===== src/hw/rtl/lmqu_pkg.sv =====
`timescale 1ns / 1ps
// ----------------------------------------------------------------------------
// lmqu_pkg: shared types and constants for the urgent message queue
// Field widths, request and status codes, register indexes and the byte
// mask helper used by the queue core and the top level.
// ----------------------------------------------------------------------------
package lmqu_pkg;

    // Defaults for the top-level parameters
    localparam int QUEUE_DEPTH_DEF = 16;
    localparam int MSG_BYTES_DEF   = 8;

    // Field widths
    localparam int PAYLOAD_W   = 64;
    localparam int LEN_W       = 4;
    localparam int STATUS_W    = 2;
    localparam int COUNT_W     = 5;
    localparam int TOTAL_W     = 32;
    localparam int MAXMSGS_W   = 5;
    localparam int MAXLEN_W    = 4;
    localparam int CFG_IDX_W   = 1;
    localparam int CFG_DATA_W  = 5;

    // Register reset values
    localparam logic [MAXMSGS_W-1:0] MAX_MSGS_RST       = MAXMSGS_W'(16);
    localparam logic [MAXLEN_W-1:0]  MAX_MSG_LENGTH_RST = MAXLEN_W'(8);

    // Register indexes
    localparam logic [CFG_IDX_W-1:0] CFG_MAX_MSGS       = 1'b0;
    localparam logic [CFG_IDX_W-1:0] CFG_MAX_MSG_LENGTH = 1'b1;

    // Stream packing
    localparam int IN_FIELDS_W  = PAYLOAD_W + LEN_W + 1 + LEN_W;
    localparam int IN_TDATA_W   = ((IN_FIELDS_W + 7) / 8) * 8;
    localparam int OUT_FIELDS_W = PAYLOAD_W + LEN_W + COUNT_W + 2 * TOTAL_W;
    localparam int OUT_TDATA_W  = ((OUT_FIELDS_W + 7) / 8) * 8;

    typedef enum logic {
        REQ_SEND = 1'b0,
        REQ_RECV = 1'b1
    } t_req;

    typedef enum logic [STATUS_W-1:0] {
        ST_OK       = 2'd0,
        ST_FULL     = 2'd1,
        ST_EMPTY    = 2'd2,
        ST_TOO_LONG = 2'd3
    } t_status;

    typedef struct packed {
        t_req                 req_type;
        logic [PAYLOAD_W-1:0] payload_in;
        logic [LEN_W-1:0]     msg_length;
        logic                 urgent;
        logic [LEN_W-1:0]     max_bytes;
    } t_req_item;

    typedef struct packed {
        t_status              status;
        logic [PAYLOAD_W-1:0] payload_out;
        logic [LEN_W-1:0]     out_length;
        logic [COUNT_W-1:0]   msg_count;
        logic [TOTAL_W-1:0]   sent_total;
        logic [TOTAL_W-1:0]   received_total;
    } t_result;

    // Keep the low n bytes of a payload word
    function automatic logic [PAYLOAD_W-1:0] byte_mask(input logic [LEN_W-1:0] n);
        logic [PAYLOAD_W-1:0] mask;
        mask = '0;
        for (int b = 0; b < PAYLOAD_W / 8; b++) begin
            mask[b*8 +: 8] = (LEN_W'(b) < n) ? 8'hFF : 8'h00;
        end
        return mask;
    endfunction

endpackage


===== src/hw/rtl/linked_message_queue_urgent_top.sv =====
`timescale 1ns / 1ps
// ----------------------------------------------------------------------------
// linked_message_queue_urgent_top: message queue with urgent front insertion
// Node slots on a free list and a used list; sends take a free slot, receives
// return the front message cut to the requested length.
//
//  Channel   Dir  Handshake                    Contents
//  s_axis    in   s_axis_tvalid/s_axis_tready  request transaction
//  m_axis    out  m_axis_tvalid/m_axis_tready  result transaction, one per request
//  cfg       in   i_cfg_we                     register write, no read-back
//
// One transaction per cycle sustained while m_axis_tready stays high; a request
// passes the input register, then the single-pass list update into the result register.
// The list heads read their RAMs at the next-state address, so each request
// finds its link and slot data ready in the cycle it is processed.
// Reset is synchronous and takes effect at once; there is no clearing pass.
// A stalled result holds the result register, and the input register then
// holds one more request before s_axis_tready drops.
// ----------------------------------------------------------------------------
module linked_message_queue_urgent_top #(
    parameter int QUEUE_DEPTH = lmqu_pkg::QUEUE_DEPTH_DEF,
    parameter int MSG_BYTES   = lmqu_pkg::MSG_BYTES_DEF
) (
    input  logic                             i_clk,
    input  logic                             i_rst_n,
    // Request stream
    input  logic                             s_axis_tvalid,
    output logic                             s_axis_tready,
    // tdata: payload_in[63:0], msg_length[67:64], urgent[68], max_bytes[72:69], zero pad
    input  logic [lmqu_pkg::IN_TDATA_W-1:0]  s_axis_tdata,
    // tuser: req_type[0]
    input  logic                             s_axis_tuser,
    // Result stream
    output logic                             m_axis_tvalid,
    input  logic                             m_axis_tready,
    // tdata: payload_out[63:0], out_length[67:64], msg_count[72:68],
    //        sent_total[104:73], received_total[136:105], zero pad
    output logic [lmqu_pkg::OUT_TDATA_W-1:0] m_axis_tdata,
    // tuser: status[1:0]
    output logic [lmqu_pkg::STATUS_W-1:0]    m_axis_tuser,
    // Configuration
    input  logic                             i_cfg_we,
    input  logic [lmqu_pkg::CFG_IDX_W-1:0]   i_cfg_idx,
    input  logic [lmqu_pkg::CFG_DATA_W-1:0]  i_cfg_data
);

    localparam int PW = lmqu_pkg::PAYLOAD_W;
    localparam int LW = lmqu_pkg::LEN_W;

    logic                           r_in_valid;
    lmqu_pkg::t_req_item            r_in_item;
    logic                           r_out_valid;
    lmqu_pkg::t_result              r_out;
    lmqu_pkg::t_result              core_result;
    logic                           proc_ready, fire, in_accept;
    logic [lmqu_pkg::MAXMSGS_W-1:0] r_max_msgs;
    logic [lmqu_pkg::MAXLEN_W-1:0]  r_max_msg_length;

    // Handshake
    assign proc_ready    = !r_out_valid || m_axis_tready;
    assign fire          = r_in_valid && proc_ready;
    assign s_axis_tready = !r_in_valid || proc_ready;
    assign in_accept     = s_axis_tvalid && s_axis_tready;

    // Configuration registers
    always_ff @(posedge i_clk) begin
        if (!i_rst_n) begin
            r_max_msgs       <= lmqu_pkg::MAX_MSGS_RST;
            r_max_msg_length <= lmqu_pkg::MAX_MSG_LENGTH_RST;
        end else if (i_cfg_we) begin
            case (i_cfg_idx)
                lmqu_pkg::CFG_MAX_MSGS: begin
                    r_max_msgs <= i_cfg_data[lmqu_pkg::MAXMSGS_W-1:0];
                end
                lmqu_pkg::CFG_MAX_MSG_LENGTH: begin
                    r_max_msg_length <= i_cfg_data[lmqu_pkg::MAXLEN_W-1:0];
                end
                default: begin
                    r_max_msgs <= r_max_msgs;
                end
            endcase
        end
    end

    // Input register: capture a transaction, drop it once processed
    always_ff @(posedge i_clk) begin
        if (!i_rst_n) begin
            r_in_valid <= 1'b0;
        end else if (in_accept) begin
            r_in_valid <= 1'b1;
        end else if (fire) begin
            r_in_valid <= 1'b0;
        end
    end

    always_ff @(posedge i_clk) begin
        if (in_accept) begin
            r_in_item.req_type   <= lmqu_pkg::t_req'(s_axis_tuser);
            r_in_item.payload_in <= s_axis_tdata[PW-1:0];
            r_in_item.msg_length <= s_axis_tdata[PW +: LW];
            r_in_item.urgent     <= s_axis_tdata[PW + LW];
            r_in_item.max_bytes  <= s_axis_tdata[PW + LW + 1 +: LW];
        end
    end

    // Queue core
    lmqu_core #(
        .QUEUE_DEPTH (QUEUE_DEPTH),
        .MSG_BYTES   (MSG_BYTES)
    ) u_core (
        .i_clk            (i_clk),
        .i_rst_n          (i_rst_n),
        .i_fire           (fire),
        .i_item           (r_in_item),
        .i_max_msgs       (r_max_msgs),
        .i_max_msg_length (r_max_msg_length),
        .o_result         (core_result)
    );

    // Result register: load on processing, release when taken
    always_ff @(posedge i_clk) begin
        if (!i_rst_n) begin
            r_out_valid <= 1'b0;
        end else if (fire) begin
            r_out_valid <= 1'b1;
        end else if (m_axis_tready) begin
            r_out_valid <= 1'b0;
        end
    end

    always_ff @(posedge i_clk) begin
        if (fire) begin
            r_out <= core_result;
        end
    end

    assign m_axis_tvalid = r_out_valid;
    assign m_axis_tuser  = r_out.status;
    assign m_axis_tdata  = {{(lmqu_pkg::OUT_TDATA_W - lmqu_pkg::OUT_FIELDS_W){1'b0}},
                            r_out.received_total,
                            r_out.sent_total,
                            r_out.msg_count,
                            r_out.out_length,
                            r_out.payload_out};

endmodule


===== src/hw/rtl/lmqu_ram.sv =====
`timescale 1ns / 1ps
// ----------------------------------------------------------------------------
// lmqu_ram: generic simple dual-port RAM
// One write port and one read port, read data registered (read before write).
// ----------------------------------------------------------------------------
module lmqu_ram #(
    parameter int WIDTH = 8,
    parameter int DEPTH = 16
) (
    input  logic                     i_clk,
    input  logic                     i_we,
    input  logic [$clog2(DEPTH)-1:0] i_waddr,
    input  logic [WIDTH-1:0]         i_wdata,
    input  logic [$clog2(DEPTH)-1:0] i_raddr,
    output logic [WIDTH-1:0]         o_rdata
);

    logic [WIDTH-1:0] r_mem [DEPTH];
    logic [WIDTH-1:0] r_rdata;

    // Write port
    always_ff @(posedge i_clk) begin
        if (i_we) begin
            r_mem[i_waddr] <= i_wdata;
        end
    end

    // Registered read port
    always_ff @(posedge i_clk) begin
        r_rdata <= r_mem[i_raddr];
    end

    assign o_rdata = r_rdata;

endmodule


===== src/hw/rtl/lmqu_core.sv =====
`timescale 1ns / 1ps
// ----------------------------------------------------------------------------
// lmqu_core: linked-list queue state and single-pass request update
// Holds list heads, counters and the slot, free-link and used-link RAMs.
// RAM reads are issued at the next-state heads so the data for the current
// heads is ready every cycle; same-cycle writes are forwarded.
// ----------------------------------------------------------------------------
module lmqu_core #(
    parameter int QUEUE_DEPTH = lmqu_pkg::QUEUE_DEPTH_DEF,
    parameter int MSG_BYTES   = lmqu_pkg::MSG_BYTES_DEF
) (
    input  logic                           i_clk,
    input  logic                           i_rst_n,
    input  logic                           i_fire,
    input  lmqu_pkg::t_req_item            i_item,
    input  logic [lmqu_pkg::MAXMSGS_W-1:0] i_max_msgs,
    input  logic [lmqu_pkg::MAXLEN_W-1:0]  i_max_msg_length,
    output lmqu_pkg::t_result              o_result
);

    localparam int IDX_W   = $clog2(QUEUE_DEPTH);
    localparam int CNT_W   = $clog2(QUEUE_DEPTH + 1);
    localparam int CAP_W   = (CNT_W > lmqu_pkg::MAXMSGS_W) ? CNT_W : lmqu_pkg::MAXMSGS_W;
    localparam int PAY_W   = MSG_BYTES * 8;
    localparam int SLOT_W  = PAY_W + lmqu_pkg::LEN_W;
    localparam int LEN_W   = lmqu_pkg::LEN_W;

    // Queue state
    logic [IDX_W-1:0]             r_free_head, n_free_head;
    logic [CNT_W-1:0]             r_fresh, n_fresh;
    logic [IDX_W-1:0]             r_front, n_front;
    logic [IDX_W-1:0]             r_back, n_back;
    logic [CNT_W-1:0]             r_count, n_count;
    logic [lmqu_pkg::TOTAL_W-1:0] r_sent, n_sent;
    logic [lmqu_pkg::TOTAL_W-1:0] r_recv, n_recv;

    // RAM write ports
    logic             slot_we, free_we, used_we;
    logic [IDX_W-1:0] slot_waddr, free_waddr, used_waddr;
    logic [SLOT_W-1:0] slot_wdata;
    logic [IDX_W-1:0] free_wdata, used_wdata;

    // RAM read data and forwarding
    logic [SLOT_W-1:0] slot_q, r_slot_fwd, slot_rd;
    logic [IDX_W-1:0]  free_q, r_free_fwd, free_next;
    logic [IDX_W-1:0]  used_q, r_used_fwd, used_next;
    logic              r_slot_fwd_v, r_free_fwd_v, r_used_fwd_v;

    // Request decode
    logic                          too_long, full, empty;
    logic [CAP_W-1:0]              cap;
    logic [LEN_W-1:0]              front_len, deliver_len;
    logic [lmqu_pkg::PAYLOAD_W-1:0] front_pay;
    lmqu_pkg::t_result             res;

    // Storage
    lmqu_ram #(.WIDTH(SLOT_W), .DEPTH(QUEUE_DEPTH)) u_slot_ram (
        .i_clk   (i_clk),
        .i_we    (slot_we),
        .i_waddr (slot_waddr),
        .i_wdata (slot_wdata),
        .i_raddr (n_front),
        .o_rdata (slot_q)
    );

    lmqu_ram #(.WIDTH(IDX_W), .DEPTH(QUEUE_DEPTH)) u_free_ram (
        .i_clk   (i_clk),
        .i_we    (free_we),
        .i_waddr (free_waddr),
        .i_wdata (free_wdata),
        .i_raddr (n_free_head),
        .o_rdata (free_q)
    );

    lmqu_ram #(.WIDTH(IDX_W), .DEPTH(QUEUE_DEPTH)) u_used_ram (
        .i_clk   (i_clk),
        .i_we    (used_we),
        .i_waddr (used_waddr),
        .i_wdata (used_wdata),
        .i_raddr (n_front),
        .o_rdata (used_q)
    );

    // Resolve read data for the current heads; never-taken slots link to i+1
    assign slot_rd   = r_slot_fwd_v ? r_slot_fwd : slot_q;
    assign used_next = r_used_fwd_v ? r_used_fwd : used_q;
    assign free_next = (CNT_W'(r_free_head) == r_fresh) ? (r_free_head + IDX_W'(1)) :
                       (r_free_fwd_v ? r_free_fwd : free_q);

    assign front_pay = lmqu_pkg::PAYLOAD_W'(slot_rd[PAY_W-1:0]);
    assign front_len = slot_rd[SLOT_W-1 -: LEN_W];

    // Status checks
    assign cap      = (CAP_W'(i_max_msgs) > CAP_W'(QUEUE_DEPTH)) ? CAP_W'(QUEUE_DEPTH)
                                                                : CAP_W'(i_max_msgs);
    assign too_long = (i_item.msg_length > i_max_msg_length) ||
                      (i_item.msg_length > LEN_W'(MSG_BYTES));
    assign full     = CAP_W'(r_count) >= cap;
    assign empty    = (r_count == '0);
    assign deliver_len = (i_item.max_bytes < front_len) ? i_item.max_bytes : front_len;

    // Single-pass update of the lists for one request
    always_comb begin
        n_free_head = r_free_head;
        n_fresh     = r_fresh;
        n_front     = r_front;
        n_back      = r_back;
        n_count     = r_count;
        n_sent      = r_sent;
        n_recv      = r_recv;
        slot_we     = 1'b0;
        slot_waddr  = r_free_head;
        slot_wdata  = {i_item.msg_length,
                       PAY_W'(i_item.payload_in & lmqu_pkg::byte_mask(i_item.msg_length))};
        free_we     = 1'b0;
        free_waddr  = r_front;
        free_wdata  = r_free_head;
        used_we     = 1'b0;
        used_waddr  = r_back;
        used_wdata  = r_free_head;
        res.status      = lmqu_pkg::ST_OK;
        res.payload_out = '0;
        res.out_length  = '0;

        if (i_item.req_type == lmqu_pkg::REQ_SEND) begin
            if (too_long) begin
                res.status = lmqu_pkg::ST_TOO_LONG;
            end else if (full) begin
                res.status = lmqu_pkg::ST_FULL;
            end else if (i_fire) begin
                // Pop the free head and link it into the used list
                slot_we     = 1'b1;
                n_free_head = free_next;
                if (CNT_W'(r_free_head) == r_fresh) begin
                    n_fresh = r_fresh + CNT_W'(1);
                end
                if (empty) begin
                    n_front = r_free_head;
                    n_back  = r_free_head;
                end else if (!i_item.urgent) begin
                    used_we = 1'b1;
                    n_back  = r_free_head;
                end else begin
                    used_we    = 1'b1;
                    used_waddr = r_free_head;
                    used_wdata = r_front;
                    n_front    = r_free_head;
                end
                n_count = r_count + CNT_W'(1);
                n_sent  = r_sent + lmqu_pkg::TOTAL_W'(1);
            end
        end else begin
            if (empty) begin
                res.status = lmqu_pkg::ST_EMPTY;
            end else begin
                res.out_length  = deliver_len;
                res.payload_out = front_pay & lmqu_pkg::byte_mask(deliver_len);
                if (i_fire) begin
                    // Unlink the front slot and push it on the free list
                    free_we     = 1'b1;
                    n_front     = used_next;
                    n_free_head = r_front;
                    n_count     = r_count - CNT_W'(1);
                    n_recv      = r_recv + lmqu_pkg::TOTAL_W'(1);
                end
            end
        end

        res.msg_count      = lmqu_pkg::COUNT_W'(n_count);
        res.sent_total     = n_sent;
        res.received_total = n_recv;
    end

    assign o_result = res;

    // State registers
    always_ff @(posedge i_clk) begin
        if (!i_rst_n) begin
            r_free_head <= '0;
            r_fresh     <= '0;
            r_front     <= '0;
            r_back      <= '0;
            r_count     <= '0;
            r_sent      <= '0;
            r_recv      <= '0;
        end else begin
            r_free_head <= n_free_head;
            r_fresh     <= n_fresh;
            r_front     <= n_front;
            r_back      <= n_back;
            r_count     <= n_count;
            r_sent      <= n_sent;
            r_recv      <= n_recv;
        end
    end

    // Forward a write that hits the address being read this cycle
    always_ff @(posedge i_clk) begin
        if (!i_rst_n) begin
            r_slot_fwd_v <= 1'b0;
            r_free_fwd_v <= 1'b0;
            r_used_fwd_v <= 1'b0;
        end else begin
            r_slot_fwd_v <= slot_we && (slot_waddr == n_front);
            r_free_fwd_v <= free_we && (free_waddr == n_free_head);
            r_used_fwd_v <= used_we && (used_waddr == n_front);
        end
    end

    always_ff @(posedge i_clk) begin
        r_slot_fwd <= slot_wdata;
        r_free_fwd <= free_wdata;
        r_used_fwd <= used_wdata;
    end

    // Checks
    a_count_within_taken: assert property (@(posedge i_clk) disable iff (!i_rst_n)
        r_count <= r_fresh)
        else $error("queued count exceeds slots ever taken");

    a_send_counts: assert property (@(posedge i_clk) disable iff (!i_rst_n)
        i_fire && i_item.req_type == lmqu_pkg::REQ_SEND && res.status == lmqu_pkg::ST_OK
        |=> r_count == $past(r_count) + CNT_W'(1) &&
            r_sent == $past(r_sent) + lmqu_pkg::TOTAL_W'(1))
        else $error("send did not advance count and sent total");

    a_recv_frees_front: assert property (@(posedge i_clk) disable iff (!i_rst_n)
        i_fire && i_item.req_type == lmqu_pkg::REQ_RECV && res.status == lmqu_pkg::ST_OK
        |=> r_free_head == $past(r_front))
        else $error("received slot not returned to free list");

    a_fail_holds_count: assert property (@(posedge i_clk) disable iff (!i_rst_n)
        i_fire && res.status != lmqu_pkg::ST_OK |=> $stable(r_count))
        else $error("failed request changed the queue count");

endmodule

===== config.mk =====
export PLATFORM = sky130hd
export DESIGN_NAME = linked_message_queue_urgent_top
export DESIGN_NICKNAME = d
export VERILOG_FILES = /design/src/hw/rtl/lmqu_pkg.sv /design/src/hw/rtl/linked_message_queue_urgent_top.sv /design/src/hw/rtl/lmqu_ram.sv /design/src/hw/rtl/lmqu_core.sv
export SDC_FILE = /design/constraint.sdc
export NUM_CORES = 2
export LEC_CHECK = 0
export CAP_MARGIN = 20
export CORE_MARGIN = 4
export CORE_UTILIZATION = 30
export DETAILED_ROUTE_END_ITERATION = 7
export DONT_BUFFER_PORTS = 1
export GPL_TIMING_DRIVEN = 0
export PLACE_DENSITY = 0.47
export RECOVER_POWER = 100
export SLEW_MARGIN = 10
export SYNTH_ARGS = -nofsm -noshare
export SYNTH_HDL_FRONTEND = slang
export SYNTH_SLANG_ARGS = --single-unit

===== constraint.sdc =====
create_clock -name i_clk -period 16.8 [get_ports i_clk]
set_input_delay 0.84 -clock i_clk [delete_from_list [all_inputs] [get_ports i_clk]]
set_output_delay 0.84 -clock i_clk [all_outputs]
set_load 0.05 [all_outputs]

==> reports/summary.txt <==
Reg2Reg Launch Point: r_in_item[8]
Area leader, netlist: edfxtp_1
CP max FO: 37
Worst Hold Depth: 0
Area Growth Syn to Fin: 15.4%
Via count: 51100
Total CTS buffers: 184
Main synth FF type: edfxtp_1
Dpl hpwl: 178 mm
CTS Root Cell: clkbuf_16
CTS sink cnt: 1681
Synth top area share: 60.4%
Hold Crit Start: s_axis_tdata[39]
# setup viols final: 0
Max Slew Vio Count: 1379
Yosys warns: 0
CP arrival: 10.87 ns
Max Cap Viol: 52
Routed wire length: 262 mm
Die Y: 495 um
1st-iter DRT viols: 6783
Setup crit start kind: register
Pwr dens: 119 mW/mm^2
Final Hold Fails: 0
CTS tree: done
Starting Density: 30.2%
First-pass GRT wire length: 368 mm
Final net count: 5736
Final ANT Viol Nets: 0
Global placer's final weighted congestion: 0.884
DR DRC count: 4
Slack of the worst reg-to-reg path: 6.30 ns
DIE WIDTH: 495 um
Measured slew at the worst slew-check pin: 5.78 ns
Io pins: 240
RSZ-0062 raised after global routing: no
Status: complete, but fails checks
Post-synth EDFFs: 1429
Vias in the first global route: 49500
Dominant cell by count in the synthesized netlist: edfxtp_1
Seq/Total Area, Yosys: 67.5%
Top delay family on crit path: buffers and inverters
Routed length per instance: 29.3 um
Worst-case clock buffer depth: 3
Min Tclk post-route: 10.50 ns
Setup repair bufs after CTS: 0
Dpl cell area: 0.0771 sq mm
Port Buffers: 0
Slew headroom: -285%
Maximum VDD drop: 0.0000798 V
Failing checks: DRC, capacitance limit, slew limit
CP Buf/Inv Count: 7
Post-Route Setup TNS: 0 ns
Most frequent CP cell: clkbuf_1
Gr usage total: 20.6%
Hold buffers post-CTS: 0
Reg2reg end: u_core.u_slot_ram.r_mem[8][27]
Synth area leaders: edfxtp_1, dfxtp_1, o21ai_0
Final instance area: 0.0820 sq mm
FP Rows: 178
Crit path cell chain: clkbuf_1 > clkbuf_1 > ha_1 > a21oi_1 > a41o_1 > nand3_1 > clkbuf_1 > nor2_1 > clkbuf_1 > clkbuf_1 > and3_1 > clkbuf_1 > clkbuf_1
Netlist cell types: 68
Fmax: 0.0952 GHz
Fin crit share: 62.5%
Worst path required time: 17.17 ns
Max stage delay on crit path: 2.27 ns
Initial antenna violation count: 20
Mapped Area: 0.0711 sq mm
P_leak: 0.0254 uW
Grt ovf: 0
Die Area: 0.245 sq mm
Worst-path clk slew: 0.06 ns
Post-synth top cells: edfxtp_1, clkbuf_1, o21ai_0
Mapped Cells: 5330
Mapped Avg Cell Area: 13.3 sq um
Post-synth ARST share: 0%
Critical path's slowest cell: clkbuf_1
WHS Endpoint: r_in_item[48]
Critical Path Sink Type: register
CORE AREA: 0.235 sq mm
Worst reg2reg path depth: 13
DR vias/cell: 5.72
Post-cts resize count: 0
Yosys reg bits: 1681
Largest net degree at the start of global routing: 98
Worst setup path category: reg -> reg
Worst skew pair latency: 0.86 ns
Htree depth: 4
Share of cells above drive strength 1: 9.05%
Skew final: 0.0548 ns
First-pass iteration count of the detailed router: 8
Worst hold path type: in -> reg
-- flip-flops by register name, indices dropped and copies added, names as in the netlist, 2 cells and up --
signal	count
u_core.r_count	5
u_core.free_waddr	4
r_max_msgs	5
m_axis_tuser	2
u_core.r_slot_fwd	68
u_core.r_sent	32
m_axis_tdata	137
r_max_msg_length	4
u_core.free_wdata	4
u_core.r_free_fwd	4
u_core.u_free_ram.r_mem	64
u_core.u_free_ram.o_rdata	4
u_core.r_back	4
u_core.u_slot_ram.o_rdata	68
r_in_item	74
u_core.u_used_ram.o_rdata	4
u_core.r_recv	32
u_core.r_fresh	5
u_core.u_slot_ram.r_mem	1088
u_core.u_used_ram.r_mem	64
u_core.r_used_fwd	4
-- routing by layer --
metal	routed length [um]	part of all wire, %	vias up	GRT usage (%)
met5	106	0.040	-	0
met4	10400	4.0	16	7.53
met3	23000	8.8	488	4.54
met2	118000	45	2577	32.4
met1	110000	42	25900	28.0
li1	-	-	22100	-
-- where the power goes --
part           total, uW  internal (uW)  switching (uW)
sequential          4730           4640            94.7
combinational        838            237             601
clock               4210           2440            1770
total               9780           7320            2460
-- worst max path at each step --
stage | startpoint | to | slack [ns] | cells after the start
after floorplan | r_in_item[6] | u_core.u_slot_ram.r_mem[1][0] | 9.06 | 10
after global placement | r_in_item[6] | u_core.u_slot_ram.r_mem[1][27] | 1.39 | 10
after detailed placement | m_axis_tready | u_core.u_slot_ram.o_rdata[61] | 10.44 | 12
after CTS | r_in_item[6] | u_core.u_slot_ram.o_rdata[55] | 10.42 | 14
after global routing | r_in_item[8] | u_core.u_slot_ram.r_mem[15][28] | 6.29 | 12
final | r_in_item[8] | u_core.u_slot_ram.r_mem[8][27] | 6.30 | 13
-- cells by family after synthesis --
| family | Yosys count | synth area share (%) |
|---|---|---|
| and+or+nand+nor | 1027 | 7.35 |
| buffers and inverters | 560 | 3.06 |
| adders and majority gates | 21 | 0.370 |
| xor gates and xnor gates | 83 | 1.02 |
| muxes | 263 | 3.97 |
| other | 1 | 0.00527 |
| DFF | 1681 | 67.5 |
| AOI/OAI and AO/OA | 1694 | 16.8 |
-- stage by stage --
stage                     total power, uW  worst slack [ns]  util [%]  hold WS (ns)  std cells
after detailed placement             5670             10.44      32.7         0.454       8585
after global routing                10100              6.29      34.8        0.0340       8931
after CTS                            9870             10.42      35.4        0.0195       8929
after floorplan                      5270              9.06         -         0.436       5336
final                                9780              6.30      34.8        0.0800       8937
after global placement               5630              1.39      31.9         0.455       8486
-- layout by cell type (no fill, tap or decap), types with 10 or more instances in the layout --
cell,Yosys,layout
a211o_1,73,73
a211oi_1,171,171
a21oi_1,230,228
a222oi_1,145,145
a22o_1,71,71
a311oi_1,142,142
a31oi_1,162,159
a41oi_1,143,143
and2_0,0,72
and2_1,93,21
and3_1,27,27
and4_1,10,10
buf_1,38,34
buf_2,37,29
bufinv_16,0,16
clkbuf_1,444,571
clkbuf_16,0,190
clkbuf_2,0,18
clkbuf_8,0,25
clkinv_1,2,22
clkinv_2,0,26
dfxtp_1,252,252
edfxtp_1,1429,1429
ha_1,21,21
inv_1,31,31
mux2_2,153,151
mux2i_1,110,110
nand2_1,215,215
nand3_1,259,258
nand4_1,14,14
nor2_1,154,153
nor2b_1,55,53
nor3_1,24,24
nor4_1,152,151
o21ai_0,435,435
o31a_1,75,75
xnor2_1,51,51
xor2_1,32,32
-- final cells by class --
cell class                 instances  area, sq um
antenna                            6         15.0
clock inverter                    82          956
buffer                           526         2060
inverter                          34          129
multi-input combinational       3095        21100
tap                             3150         3940
timing repair buffer             101          632
clock buffer                     262         5280
sequential                      1681        48000
fill                           23000       153000
No activity file was read; power rests on OpenSTA's default activity.
